**src/rtl/cs4_pkg.sv**
```systemverilog
// Shared constants for the four-symbol chi-square pipeline.
// No dependencies; every other file refers to these by scoped name.
package cs4_pkg;

    localparam int LANES      = 4;
    localparam int FRAC_BITS  = 8;
    localparam int COUNT_BITS = 16;
    localparam int IN_W       = 16;

    // Output field widths are fixed by the interface.
    localparam int OUT_TOT_W   = 18;
    localparam int OUT_PART_W  = 28;
    localparam int OUT_SHARE_W = 7;
    localparam int OUT_DEG_W   = 2;

    // Internal widths follow from the count width and fraction bits.
    localparam int TOTAL_W = COUNT_BITS + 2;
    localparam int DIFF_W  = TOTAL_W;
    localparam int SQ_W    = 2 * DIFF_W;
    localparam int DEN_W   = TOTAL_W + 2;
    localparam int PDIV_W  = SQ_W + FRAC_BITS + 1;
    localparam int PQ_W    = TOTAL_W + 2 + FRAC_BITS;
    localparam int SUM_W   = PQ_W + 2;

    localparam int SHARE_SCALE = 200;
    localparam int SN_W        = PQ_W + 9;
    localparam int SHDEN_W     = SUM_W + 1;
    localparam int SHQ_W       = 7;

    // Pipeline depth: four front stages, one stage per partial quotient bit,
    // sum and share-numerator stages, then one stage per share quotient bit.
    localparam int FRONT = 4;
    localparam int M1    = FRONT + PQ_W;
    localparam int LAT   = M1 + 2 + SHQ_W;
    localparam int MIDD  = SHQ_W + 2;

    localparam logic [OUT_DEG_W-1:0] DEG_NONE       = 2'd0;
    localparam logic [OUT_DEG_W-1:0] DEG_ZERO_TOTAL = 2'd1;
    localparam logic [OUT_DEG_W-1:0] DEG_ZERO_CHI   = 2'd2;

endpackage

```
**src/rtl/cs4_part_div.sv**
```systemverilog
// Pipelined restoring divider for one partial chi-square term.
// One quotient bit per register stage; uses cs4_pkg widths.
module cs4_part_div (
    input  logic                        clk,
    input  logic                        en,
    input  logic [cs4_pkg::PDIV_W-1:0]  dividend,
    input  logic [cs4_pkg::DEN_W-1:0]   divisor,
    output logic [cs4_pkg::PQ_W-1:0]    quotient
);

    logic [cs4_pkg::DEN_W-1:0] rem_reg [cs4_pkg::PQ_W];
    logic [cs4_pkg::PQ_W-1:0]  dq_reg  [cs4_pkg::PQ_W];
    logic [cs4_pkg::DEN_W-1:0] dv_reg  [cs4_pkg::PQ_W];

    genvar k;
    for (k = 0; k < cs4_pkg::PQ_W; k++)
    begin : g_step
        logic [cs4_pkg::DEN_W-1:0] rem_in;
        logic [cs4_pkg::DEN_W-1:0] dv_in;
        logic [cs4_pkg::PQ_W-1:0]  dq_in;
        logic [cs4_pkg::DEN_W:0]   trial;
        logic                      ge;

        if (k == 0)
        begin : g_first
            // The quotient fits PQ_W bits, so the upper dividend part is below the divisor.
            assign rem_in = cs4_pkg::DEN_W'(dividend[cs4_pkg::PDIV_W-1:cs4_pkg::PQ_W]);
            assign dq_in  = dividend[cs4_pkg::PQ_W-1:0];
            assign dv_in  = divisor;
        end
        else
        begin : g_next
            assign rem_in = rem_reg[k-1];
            assign dq_in  = dq_reg[k-1];
            assign dv_in  = dv_reg[k-1];
        end

        assign trial = {rem_in, dq_in[cs4_pkg::PQ_W-1]};
        assign ge    = trial >= {1'b0, dv_in};

        always_ff @(posedge clk)
        begin
            if (en)
            begin
                rem_reg[k] <= ge ? cs4_pkg::DEN_W'(trial - {1'b0, dv_in})
                                 : cs4_pkg::DEN_W'(trial);
                dq_reg[k]  <= {dq_in[cs4_pkg::PQ_W-2:0], ge};
                dv_reg[k]  <= dv_in;
            end
        end
    end

    assign quotient = dq_reg[cs4_pkg::PQ_W-1];

endmodule

```
**config.mk**
```make
export PLATFORM = sky130hd
export DESIGN_NAME = cs4_part_div
export DESIGN_NICKNAME = d
export VERILOG_FILES = /design/src/rtl/cs4_pkg.sv /design/src/rtl/cs4_part_div.sv
export SDC_FILE = /design/constraint.sdc
export NUM_CORES = 2
export LEC_CHECK = 0
export ABC_AREA = 0
export BUFFER_PORTS_ARGS = -buffer_cell sky130_fd_sc_hd__buf_2
export CAP_MARGIN = 30
export CORE_MARGIN = 2
export CORE_UTILIZATION = 55
export DETAILED_ROUTE_END_ITERATION = 16
export GPL_ROUTABILITY_DRIVEN = 0
export GPL_TIMING_DRIVEN = 0
export PLACE_DENSITY = 0.8
export SLEW_MARGIN = 40
export SYNTH_ARGS = -nofsm -noshare
export SYNTH_HDL_FRONTEND = slang
export SYNTH_SLANG_ARGS = --single-unit
```
**constraint.sdc**
```tcl
create_clock -name clk -period 8.9 [get_ports clk]
set_input_delay 0 -clock clk [delete_from_list [all_inputs] [get_ports clk]]
set_output_delay 0 -clock clk [all_outputs]
set_load 0.005 [all_outputs]
```
======== Word level (Yosys, flattened, before mapping) ========
Memories as Yosys holds them, arrays and structs flattened.
Index checks and enable logic that the tools add are counted.
word-level totals
  bits in writable memories ............... 1904
  memories kept ........................... 3
  word-level logic and storage cells ...... 89
  bits in latches ......................... 0
  memory bits (read-only) ................. 0
  flip-flop bits (word level) ............. 0
  bits of input ports ..................... 67
cells by class
  bitwise logic cells ..................... 0
  $lt $le $gt $ge ......................... 28
  muxes and demuxes ....................... 30
  $mul .................................... 0
  equality and inequality tests ........... 0
  div/mod/pow operators ................... 0
  $add $sub $neg .......................... 28
  reductions and logical operators ........ 0
  shift operators ......................... 0
memory list
  name     depth  width  rd ports  clocked after memory_dff  write ports  RTL line            RTL
  dq_reg   28     28     28        0                         28           cs4_part_div.sv:12  logic [cs4_pkg::PQ_W-1:0] dq_reg [cs4_pkg::PQ_W];
  dv_reg   28     20     27        0                         28           cs4_part_div.sv:13  logic [cs4_pkg::DEN_W-1:0] dv_reg [cs4_pkg::PQ_W];
  rem_reg  28     20     27        0                         28           cs4_part_div.sv:11  logic [cs4_pkg::DEN_W-1:0] rem_reg [cs4_pkg::PQ_W];
operator list
  operator                                                        number
  21-bit by 20-bit greater-or-equal comparator with 1-bit output  27
  20-bit 2-to-1 mux                                               28
  20-bit subtractor                                               27
  18-bit by 20-bit greater-or-equal comparator with 1-bit output  1
  18-bit by 20-bit subtractor with 20-bit output                  1
  1-bit 2-to-1 mux                                                2

======== Logic depth before layout (Yosys ltp) ========
An unclocked memory read counts as a cell.
  depth after elaboration ................. 3
  depth in mapped cells ................... 14

======== Least setup slack after synthesis ========
Ideal clock, no wire load.
  path type ............................... register to register
  start point ............................. memory rem_reg[0][263] in the netlist's numbering
  end point ............................... memory rem_reg[0][292] in the netlist's numbering, data pin
  path buffers ............................ 1
  setup slack ............................. 5893 ps
  cell stages (with the launch flop) ...... 12
  arrival time ............................ 2748 ps
  cell sequence ........................... edfxtp_1 > ha_1 > and3_1 > o21a_1 > a211oi_2 > a311o_1 > nand4_1 > and2_1 > a41o_1 > a41oi_2 > buf_4 > mux2_2
RTL lines
  item                RTL line
  start: declaration  cs4_part_div.sv:11

==> reports/metrics.cfg <==
[clock_network]
clkLatencyLatePin_ns=0.83
cts_tree=built
cts_buffers=186
cts.clk_slew.worst_paths_ns=0.06
cts_root_buffer=clkbuf_16
cts_num_sinks=1864
cts_setup_buffers=0
cts_max_path_buffers=3
cts_max_level=4

[timing]
min_period_over_period_pct=43.7
finalCriticalPeriod_ns=3.89
finClkSkew_ns=0.0419
rsz0062_at_grt=no
setup_viol=0
fmax_mhz=257
hold_violations=0
tightest_slew_ns=0.868
drv_slew=0
final.setup.tns_ns=0
slew-limit-headroom_pct=42.1
holdWs_ns=0.142

[critical_path]
cp.required_ns=9.55
worst-setup-path-type=reg -> reg
critPathLaunchType=flop
cp.arrival_ns=4.54
critPathCaptureType=flop
critPathMaxFanout=10

[power]
powerDensity_nw_per_um2=348
leakage_uw=0.0407
ir_worst_vdd_mv=0.240

[cells_and_area]
drive_gt1_share_pct=9.88
largest_reg_flops=784
fin_nets=8001
area_growth_pct=12.3

[flow_run]
timing.max_cap.violations=0

[outcome]
status=completed

[synth]
yosysSeqAreaShare_pct=62.0
avgSynthCellArea_um2=13.0
synth-async-reset-ratio_pct=0
synth_edf_count=1864
synth_fp_nets=7575
ys_types=92
syn_area_um2=90200
synthCells=6923
synth_seq_cells=1864
ys_warn_count=0
ys.flop_type=edfxtp_1

[die]
core_um2=163000
io_pins=95
die-area_um2=167000
die_w_um=409
die_y_um=409
start_util_pct=55.4
rows=148

[grt]
grt_overflow_total=0
grt_max_degree=120
antenna_found_initial=3
grt_pass1_wl_um=279000
grtUsageTotal_pct=20.7
grt_pass1_vias=54800

[hold_path]
worstHoldPathType=in -> reg

[drt]
ant_nets=0
wl_um=175000
dr.pass1.iters=6
wl_per_cell_um=18.1
drt_iter0_markers=4536
dr_total_vias=55500
viasPerCell=5.74
drc=0

[placement]
dpl.hpwl_um=121000
io_buffers=94

where the power goes:
group	internal, uW	switching (uW)	total, uW
Clock	4520	3270	7790
Sequential	12300	1010	13300
Combinational	6220	7860	14100
Total	23100	12100	35200
what timing repair did:
item                                   4_1_cts  5_1_grt
gates resized for setup                      0        0
endpoints found under the hold margin      245        0
hold buffers                               126        0
worst paths after layout:
path | startpoint | end | slack (ns) | cells after the start
worst max-delay path | rem_reg[0][60] | rem_reg[0][99] | 5.01 | 12
worst min-delay path | dividend[40] | rem_reg[0][13] | 0.14 | 4
worst max register to register | rem_reg[0][60] | rem_reg[0][99] | 5.01 | 12
worst min register to register | dq_reg[1][44] | dq_reg[2][17] | 0.40 | 0
routing by layer:
layer,global-route usage [%],vias to the layer above,routed length (um)
met4,10.4,4,8770
met2,35.3,2171,85400
met1,25.2,26400,69700
li1,-,26400,-
met3,3.74,555,11100
met5,0,-,27
cell usage after synthesis, types with 13 or more instances:
cell type,instances,share of area (%)
buf_2,32,0.18
mux2_2,187,2.3
nand2b_1,63,0.44
nand3b_1,14,0.12
o21a_1,68,0.57
a21boi_0,31,0.26
nand3_1,103,0.57
clkbuf_1,74,0.31
nor4_1,20,0.14
a221o_1,14,0.16
xor2_1,177,1.7
a31oi_1,55,0.38
a21oi_1,434,2.4
o211ai_1,23,0.19
nand4_1,63,0.44
or3_1,15,0.10
and3_1,54,0.37
xnor2_1,234,2.3
nor2_1,312,1.3
nand2_1,434,1.8
o21ai_0,394,2.2
edfxtp_1,1864,62
nor3_1,78,0.43
buf_4,34,0.28
o2111ai_1,14,0.14
or2_2,19,0.13
a21o_1,269,2.2
fa_1,27,0.60
inv_1,708,2.9
o21ai_1,16,0.089
ha_1,558,7.7
a211oi_1,37,0.31
nor2b_1,105,0.73
a211o_1,20,0.19
mux2i_1,36,0.40
a31o_2,13,0.13
mux2_4,34,0.57
o31ai_1,40,0.33
a2111oi_0,14,0.14
o21bai_1,36,0.30
layout by cell type (no fill, tap or decap), drive strengths merged, types with 126 or more instances in the layout:
cell type and count:
ha 558, o21ai 413, edfxtp 1864, a21o 269, nand2 434, xnor2 234, inv 719, mux2 230
xor2 177, buf 188, clkbuf 293, a21oi 437, dlygate4sd3 126, nor2 312
through the flow:
step | setup WS, ns | power (uW) | cells | util, % | instance area (um2)
3_5_place_dp | 5.13 | 27000 | 9210 | 57.7 | 93900
5_1_grt | 4.87 | 37300 | 9674 | 62.3 | 101000
2_1_floorplan | 5.89 | 23700 | 6923 | - | 90200
4_1_cts | 5.13 | 35100 | 9673 | 62.3 | 101000
6_report | 5.01 | 35200 | 9674 | 62.3 | 101000
3_3_place_gp | -19.90 | 26900 | 9192 | 57.4 | 93400
area by class of cell:
class | instances | area (um2)
Antenna cell | 1 | 2.50
Buffer | 150 | 776
Clock buffer | 219 | 4800
Clock inverter | 118 | 1350
Fill cell | 11400 | 61400
Inverter | 708 | 2660
Multi-Input combinational cell | 4201 | 30800
Sequential cell | 1864 | 56000
Tap cell | 2175 | 2720
Timing Repair Buffer | 238 | 2240
kinds of logic (layout without fill, tap and decap cells):
group	count (synthesis)	after routing	share of synthesized area, %
AO/OA/AOI/OAI	1603	1603	11.3
XOR/XNOR	411	411	3.99
adder cells (fa/ha/maj)	585	585	8.34
buffers and inverters	858	1433	3.81
flip-flops	1864	1864	62.0
multiplexers	266	266	3.41
other	0	1	0
AND/OR/NAND/NOR	1336	1336	7.07
worst max-delay path: stages (launching register included):
cell      delay [ns]
edfxtp_1        0.42
ha_1            0.35
nor2b_1         0.15
o21ai_0         0.21
a21boi_1        0.16
o211a_1         0.31
a211oi_1        0.34
o21ai_1         0.20
o41ai_1         0.77
buf_2           0.33
buf_2           0.30
nand2_1         0.09
o211ai_1        0.09
Power figures use the tool's default switching activity.
