--- config.mk ---
export PLATFORM = sky130hd
export DESIGN_NAME = cs4_share_div
export DESIGN_NICKNAME = d
export VERILOG_FILES = /design/src/rtl/cs4_pkg.sv /design/src/rtl/cs4_share_div.sv
export SDC_FILE = /design/constraint.sdc
export NUM_CORES = 1
export LEC_CHECK = 0
export ABC_AREA = 0
export BUFFER_PORTS_ARGS = -buffer_cell sky130_fd_sc_hd__buf_4
export CELL_PAD_IN_SITES_DETAIL_PLACEMENT = 0
export CELL_PAD_IN_SITES_GLOBAL_PLACEMENT = 1
export CORE_MARGIN = 1.5
export CORE_UTILIZATION = 53
export CTS_BUF_LIST = sky130_fd_sc_hd__clkbuf_4
export CTS_CLUSTER_SIZE = 14
export DETAILED_ROUTE_END_ITERATION = 12
export PLACE_DENSITY = 0.9
export SLEW_MARGIN = 10
export SYNTH_ARGS = -nofsm -noshare
export SYNTH_HDL_FRONTEND = slang
export SYNTH_SLANG_ARGS = --single-unit
--- constraint.sdc ---
create_clock -name clk -period 4.6 [get_ports clk]
set_clock_uncertainty 0.05 [all_clocks]
set_input_delay 1.15 -clock clk [delete_from_list [all_inputs] [get_ports clk]]
set_output_delay 1.15 -clock clk [all_outputs]
set_load 0.02 [all_outputs]
--- src/rtl/cs4_pkg.sv ---
// Shared constants for the four-symbol chi-square pipeline.
// No dependencies; every other file refers to these by scoped name.
package cs4_pkg;

    localparam int LANES      = 4;
    localparam int FRAC_BITS  = 8;
    localparam int COUNT_BITS = 16;
    localparam int IN_W       = 16;

    // Output field widths are fixed by the interface.
    localparam int OUT_TOT_W   = 18;
    localparam int OUT_PART_W  = 28;
    localparam int OUT_SHARE_W = 7;
    localparam int OUT_DEG_W   = 2;

    // Internal widths follow from the count width and fraction bits.
    localparam int TOTAL_W = COUNT_BITS + 2;
    localparam int DIFF_W  = TOTAL_W;
    localparam int SQ_W    = 2 * DIFF_W;
    localparam int DEN_W   = TOTAL_W + 2;
    localparam int PDIV_W  = SQ_W + FRAC_BITS + 1;
    localparam int PQ_W    = TOTAL_W + 2 + FRAC_BITS;
    localparam int SUM_W   = PQ_W + 2;

    localparam int SHARE_SCALE = 200;
    localparam int SN_W        = PQ_W + 9;
    localparam int SHDEN_W     = SUM_W + 1;
    localparam int SHQ_W       = 7;

    // Pipeline depth: four front stages, one stage per partial quotient bit,
    // sum and share-numerator stages, then one stage per share quotient bit.
    localparam int FRONT = 4;
    localparam int M1    = FRONT + PQ_W;
    localparam int LAT   = M1 + 2 + SHQ_W;
    localparam int MIDD  = SHQ_W + 2;

    localparam logic [OUT_DEG_W-1:0] DEG_NONE       = 2'd0;
    localparam logic [OUT_DEG_W-1:0] DEG_ZERO_TOTAL = 2'd1;
    localparam logic [OUT_DEG_W-1:0] DEG_ZERO_CHI   = 2'd2;

endpackage

--- src/rtl/cs4_share_div.sv ---
// Pipelined restoring divider for one percent share.
// One quotient bit per register stage; uses cs4_pkg widths.
module cs4_share_div (
    input  logic                         clk,
    input  logic                         en,
    input  logic [cs4_pkg::SN_W-1:0]     dividend,
    input  logic [cs4_pkg::SHDEN_W-1:0]  divisor,
    output logic [cs4_pkg::SHQ_W-1:0]    quotient
);

    logic [cs4_pkg::SHDEN_W-1:0] rem_reg [cs4_pkg::SHQ_W];
    logic [cs4_pkg::SHQ_W-1:0]   dq_reg  [cs4_pkg::SHQ_W];
    logic [cs4_pkg::SHDEN_W-1:0] dv_reg  [cs4_pkg::SHQ_W];

    genvar k;
    for (k = 0; k < cs4_pkg::SHQ_W; k++)
    begin : g_step
        logic [cs4_pkg::SHDEN_W-1:0] rem_in;
        logic [cs4_pkg::SHDEN_W-1:0] dv_in;
        logic [cs4_pkg::SHQ_W-1:0]   dq_in;
        logic [cs4_pkg::SHDEN_W:0]   trial;
        logic                        ge;

        if (k == 0)
        begin : g_first
            // A share never reaches 128, so the upper part starts below the divisor.
            assign rem_in = cs4_pkg::SHDEN_W'(dividend[cs4_pkg::SN_W-1:cs4_pkg::SHQ_W]);
            assign dq_in  = dividend[cs4_pkg::SHQ_W-1:0];
            assign dv_in  = divisor;
        end
        else
        begin : g_next
            assign rem_in = rem_reg[k-1];
            assign dq_in  = dq_reg[k-1];
            assign dv_in  = dv_reg[k-1];
        end

        assign trial = {rem_in, dq_in[cs4_pkg::SHQ_W-1]};
        assign ge    = trial >= {1'b0, dv_in};

        always_ff @(posedge clk)
        begin
            if (en)
            begin
                rem_reg[k] <= ge ? cs4_pkg::SHDEN_W'(trial - {1'b0, dv_in})
                                 : cs4_pkg::SHDEN_W'(trial);
                dq_reg[k]  <= {dq_in[cs4_pkg::SHQ_W-2:0], ge};
                dv_reg[k]  <= dv_in;
            end
        end
    end

    assign quotient = dq_reg[cs4_pkg::SHQ_W-1];

endmodule

Word level (Yosys, flattened, before mapping)
Memories as Yosys holds them, arrays and structs flattened.
Cells that the tools add are included.
{"block": "totals", "regBits": 0, "latchBits": 0, "ramBits": 483, "romBits": 0, "in_bits": 70, "out_inout_bits": 7, "wordCells": 26, "n_memories": 3}
{"block": "classes", "addsub": 7, "mul": 0, "div": 0, "order_cmp": 7, "eq_ne": 0, "shift": 0, "muxes": 9, "bitwise_logic": 0, "reduce_logical": 0}
{"name": "dv_reg", "words": 7, "word_bits": 31, "read_ports": 6, "rd_clocked_by_memory_dff": 0, "wr": 7, "line": "cs4_share_div.sv:13", "source": "logic [cs4_pkg::SHDEN_W-1:0] dv_reg [cs4_pkg::SHQ_W];"}
{"name": "rem_reg", "words": 7, "word_bits": 31, "read_ports": 6, "rd_clocked_by_memory_dff": 0, "wr": 7, "line": "cs4_share_div.sv:11", "source": "logic [cs4_pkg::SHDEN_W-1:0] rem_reg [cs4_pkg::SHQ_W];"}
{"name": "dq_reg", "words": 7, "word_bits": 7, "read_ports": 7, "rd_clocked_by_memory_dff": 0, "wr": 7, "line": "cs4_share_div.sv:12", "source": "logic [cs4_pkg::SHQ_W-1:0] dq_reg [cs4_pkg::SHQ_W];"}
{"op": "31-bit 2-to-1 mux", "n": 7}
{"op": "31-bit subtractor", "n": 7}
{"op": "32-bit by 31-bit greater-or-equal comparator with 1-bit output", "n": 6}
{"op": "31-bit greater-or-equal comparator", "n": 1}
{"op": "1-bit 2-to-1 mux", "n": 2}

Depth between registers and ports, before layout
An unclocked memory read counts as a cell.
{"block": "logic_depth", "ltp_word": 3, "mapped_depth": 15, "depth_no_buf": 14}

Worst setup path after synthesis
Ideal clock, no wire load.
{"block": "synth_path", "path_kind": "input-to-reg", "startpoint": "input port divisor[12] in the netlist's numbering", "endpoint": "memory rem_reg[0][12] in the netlist's numbering, data pin", "setup_time_ns": 0.262, "arrival_time_ns": 3.682, "required_ns": 4.288, "path_slack_ns": 0.606, "path_stages": 13, "n_path_buf": 2, "path_cell_list": "inv_1 > ha_1 > a21oi_1 > o221ai_1 > a31o_2 > a221oi_1 > a31oi_1 > or3_1 > a21oi_2 > o21bai_1 > buf_2 > buf_6 > mux2_1"}
{"element": "from (decl)", "line": "cs4_share_div.sv:7", "source": "input logic [cs4_pkg::SHDEN_W-1:0] divisor,"}
{"element": "to (decl)", "line": "cs4_share_div.sv:11"}

==> out/metrics.csv <==
stage,metric,value,unit
status,status,completed,
cts,clk_pin_slew_worst_paths,0.07,ns
drt,dr_wl_met2,23500,um
critical_path,cp_max_fo,31,
cts,cts_root_buf,clkbuf_4,
critical_path,worst-r2r-setup-slack,0.57,ns
floorplan,row_count,80,
layout,drive_gt1_frac,0.143,
layout,fin_cells,3206,
critical_path,cp-endpoint,rem_reg[1][2]$_DFFE_PP_,
logic_synthesis,yosysUniqueCellTypes,71,
drt,wirelength,49100,um
logic_synthesis,synth_cells,2360,
flow_run,drv_cap,0,
logic_synthesis,yosys_warnings,0,
logic_synthesis,synth_edf_count,421,
pwr,pwr-share-clk,0.192,
global_routing,antenna_found_initial,2,
hold_path,min_path_cells,0,
sta,rsz0062_at_grt,false,
pwr,swShare,0.356,
sta,worst_slack,0.566,ns
floorplan,core,47700,um2
drt,vias,17704,
critical_path,arrival,4.54,ns
drt,wl_per_cell,15.3,um
critical_path,endpoint_kind,flop,
placed_design,dp_cells,3019,
sta,setup-tns-final,0,ns
global_routing,grt_usage,0.200,
logic_synthesis,yosysSeqAreaShare,0.494,
pwr,switching_power,0.00571,W
global_routing,grt_pass1_wl,80700,um
drt,dr.pass1.iters,6,
pwr,peakVddDrop,0.000202,V
sta,drv_slew,0,
cts,postCtsSetupRepairBufs,0,
floorplan,start_util,0.536,
drt,dr.first_iter.drc_count,1016,
layout,final_common_cell,edfxtp_1,
sta,hold_violations,0,
logic_synthesis,synth_nets,2653,
layout,layout_common_cells,"edfxtp_1, inv_1, a21oi_1",
logic_synthesis,dominantRegCellSynth,edfxtp_1,
cts,clk_path_buf_depth,3,
cts,cts_buffers,105,
pwr,comb_power_share,0.439,
sta,relSlewSlack,0.345,
drt,dr_wl_met3,1760,um
global_routing,grt_max_degree,94,
placed_design,gp_congestion,0.882,
sta,tightest_slew,0.958,ns
cts,tritoncts,built,
sta,period_share,0.877,
hold_path,hold_path.class,reg2reg,
pwr,internal-power,0.0103,W
critical_path,reg2reg_to,rem_reg[1][2]$_DFFE_PP_,
drt,met1_length,21300,um
pwr,leakage,12.2,nW
placed_design,port_buffers,76,
critical_path,worstSetupStartpoint,dv_reg[0][0]$_DFFE_PP_,
placed_design,place_ws,0.259,ns
drt,viasPerCell,5.52,
critical_path,reg2reg_from,dv_reg[0][0]$_DFFE_PP_,
floorplan,fp.dieH,223,um
floorplan,ios,77,
critical_path,critPathLaunchType,flop,
floorplan,die-area,49700,um2
global_routing,overflow,0,
cts,clk_latency,0.82,ns
layout,finalNetCount,2804,
logic_synthesis,synthArstFlopShare,0,
critical_path,criticalPathCategory,reg2reg,
critical_path,rr_worst_depth,13,
global_routing,grt_pass1_vias,17648,
cts,clkSinkCount,421,
cts,htreeDepth,3,
drt,highest-signal-layer,met4,
pwr,p_per_area,565,nW/um2
floorplan,die_w,223,um
sta,setup_viol,0,
drt,final_antenna_net_count,0,
sta,fmax,248,MHz
cts,hold_buffers,0,
logic_synthesis,syn_area,25600,um2
logic_synthesis,ys_seq_elements,421,
sta,period_needed,4.03,ns
drt,drcViolationCount,0,
pwr,pwr-share-seq,0.370,
layout,fillers,3925,
cts,cts_resized,0,
critical_path,cp.required,5.11,ns
layout,area_delta_synth_final,10.8,%
logic_synthesis,syn_area_per_cell,10.9,um2
placed_design,dp.final_hpwl,38100,um
[per-layer routing]
metal,GRT usage,vias up
li1,-,9013
met1,0.235,8151
met2,0.342,382
met3,0.0283,158
met4,0.132,0
met5,0,-
[how the worst min path moves through the flow]
| stage | startpoint | endpoint |
|---|---|---|
| 2_1_floorplan | dq_reg[0][0]$_DFFE_PP_ | dq_reg[1][1]$_DFFE_PP_ |
| 3_3_place_gp | dq_reg[3][2]$_DFFE_PP_ | dq_reg[4][3]$_DFFE_PP_ |
| 3_5_place_dp | dq_reg[0][5]$_DFFE_PP_ | dq_reg[1][6]$_DFFE_PP_ |
| 4_1_cts | dividend[1] | dq_reg[0][2]$_DFFE_PP_ |
| 5_1_grt | dq_reg[2][0]$_DFFE_PP_ | dq_reg[3][1]$_DFFE_PP_ |
| 6_report | dq_reg[2][5]$_DFFE_PP_ | dq_reg[3][6]$_DFFE_PP_ |
[worst max-delay path, stage by stage, from the launching register on]
cell and delay (ns):
edfxtp_1 0.42, ha_1 0.26, fa_1 0.43, nor2b_1 0.17, o31a_1 0.21, o211ai_2 0.15, o22a_2 0.28, a31oi_2 0.31
nor2_1 0.13, o211ai_1 0.32, a221o_1 0.23, a211o_2 0.17, buf_12 0.23, mux2_2 0.38
[through the flow]
step	hold slack, ns	area (um2)	total power (W)	utilization
2_1_floorplan	0.350	25600	0.0113	-
3_3_place_gp	0.351	27000	0.0128	0.566
3_5_place_dp	0.355	27000	0.0130	0.566
4_1_cts	0.344	28400	0.0161	0.594
5_1_grt	0.355	28400	0.0173	0.594
6_report	0.363	28400	0.0160	0.594
[power by group through the flow]
stage	Clock, W	Combinational (W)	Sequential (W)
3_3_place_gp	0	0.00681	0.00599
5_1_grt	0.00338	0.00785	0.00602
2_1_floorplan	0	0.00551	0.00583
4_1_cts	0.00320	0.00701	0.00593
3_5_place_dp	0	0.00696	0.00600
6_report	0.00308	0.00704	0.00593
[cells in the mapped netlist, drive strengths merged (7+ instances only)]
cell type | instances | area (um2)
edfxtp | 421 | 12600
inv | 258 | 968
a21oi | 236 | 1190
ha | 217 | 2720
nor2 | 160 | 601
o21ai | 137 | 689
nand2 | 132 | 495
a21o | 101 | 758
xnor2 | 90 | 788
mux2 | 83 | 1030
xor2 | 65 | 569
clkbuf | 44 | 165
nand4 | 39 | 244
nand3 | 32 | 160
nor2b | 32 | 200
o21a | 30 | 225
a31oi | 27 | 175
nand2b | 27 | 169
o21bai | 23 | 173
and3 | 17 | 106
buf | 17 | 109
nor3 | 16 | 80.1
o31a | 12 | 105
o211ai | 11 | 87.6
a211oi | 10 | 75.1
or3 | 9 | 56.3
a211o | 8 | 70.1
and2 | 7 | 43.8
nor4 | 7 | 43.8
o31ai | 7 | 52.6
[cell families (layout without fill, tap and decap cells)]
group | after synthesis | in the layout | synth area share
DFF | 421 | 421 | 0.494
other | 0 | 2 | 0
AOI/OAI and AO/OA | 659 | 659 | 0.161
muxes | 89 | 89 | 0.0426
and+or+nand+nor | 494 | 494 | 0.0908
adders and majority gates | 223 | 223 | 0.111
buffers and inverters | 319 | 548 | 0.0485
xor gates and xnor gates | 155 | 155 | 0.0530
[layout make-up]
cell class	count	area, um2	share of cell area
antenna	2	5.00	0.000176
clock buffer	136	1020	0.0360
clock inverter	49	330	0.0116
inverter	258	968	0.0341
multi-input combinational	1620	11800	0.414
sequential	421	12600	0.445
tap	615	769	0.0271
timing repair buffer	105	896	0.0316
Power figures use the tool's default switching activity.
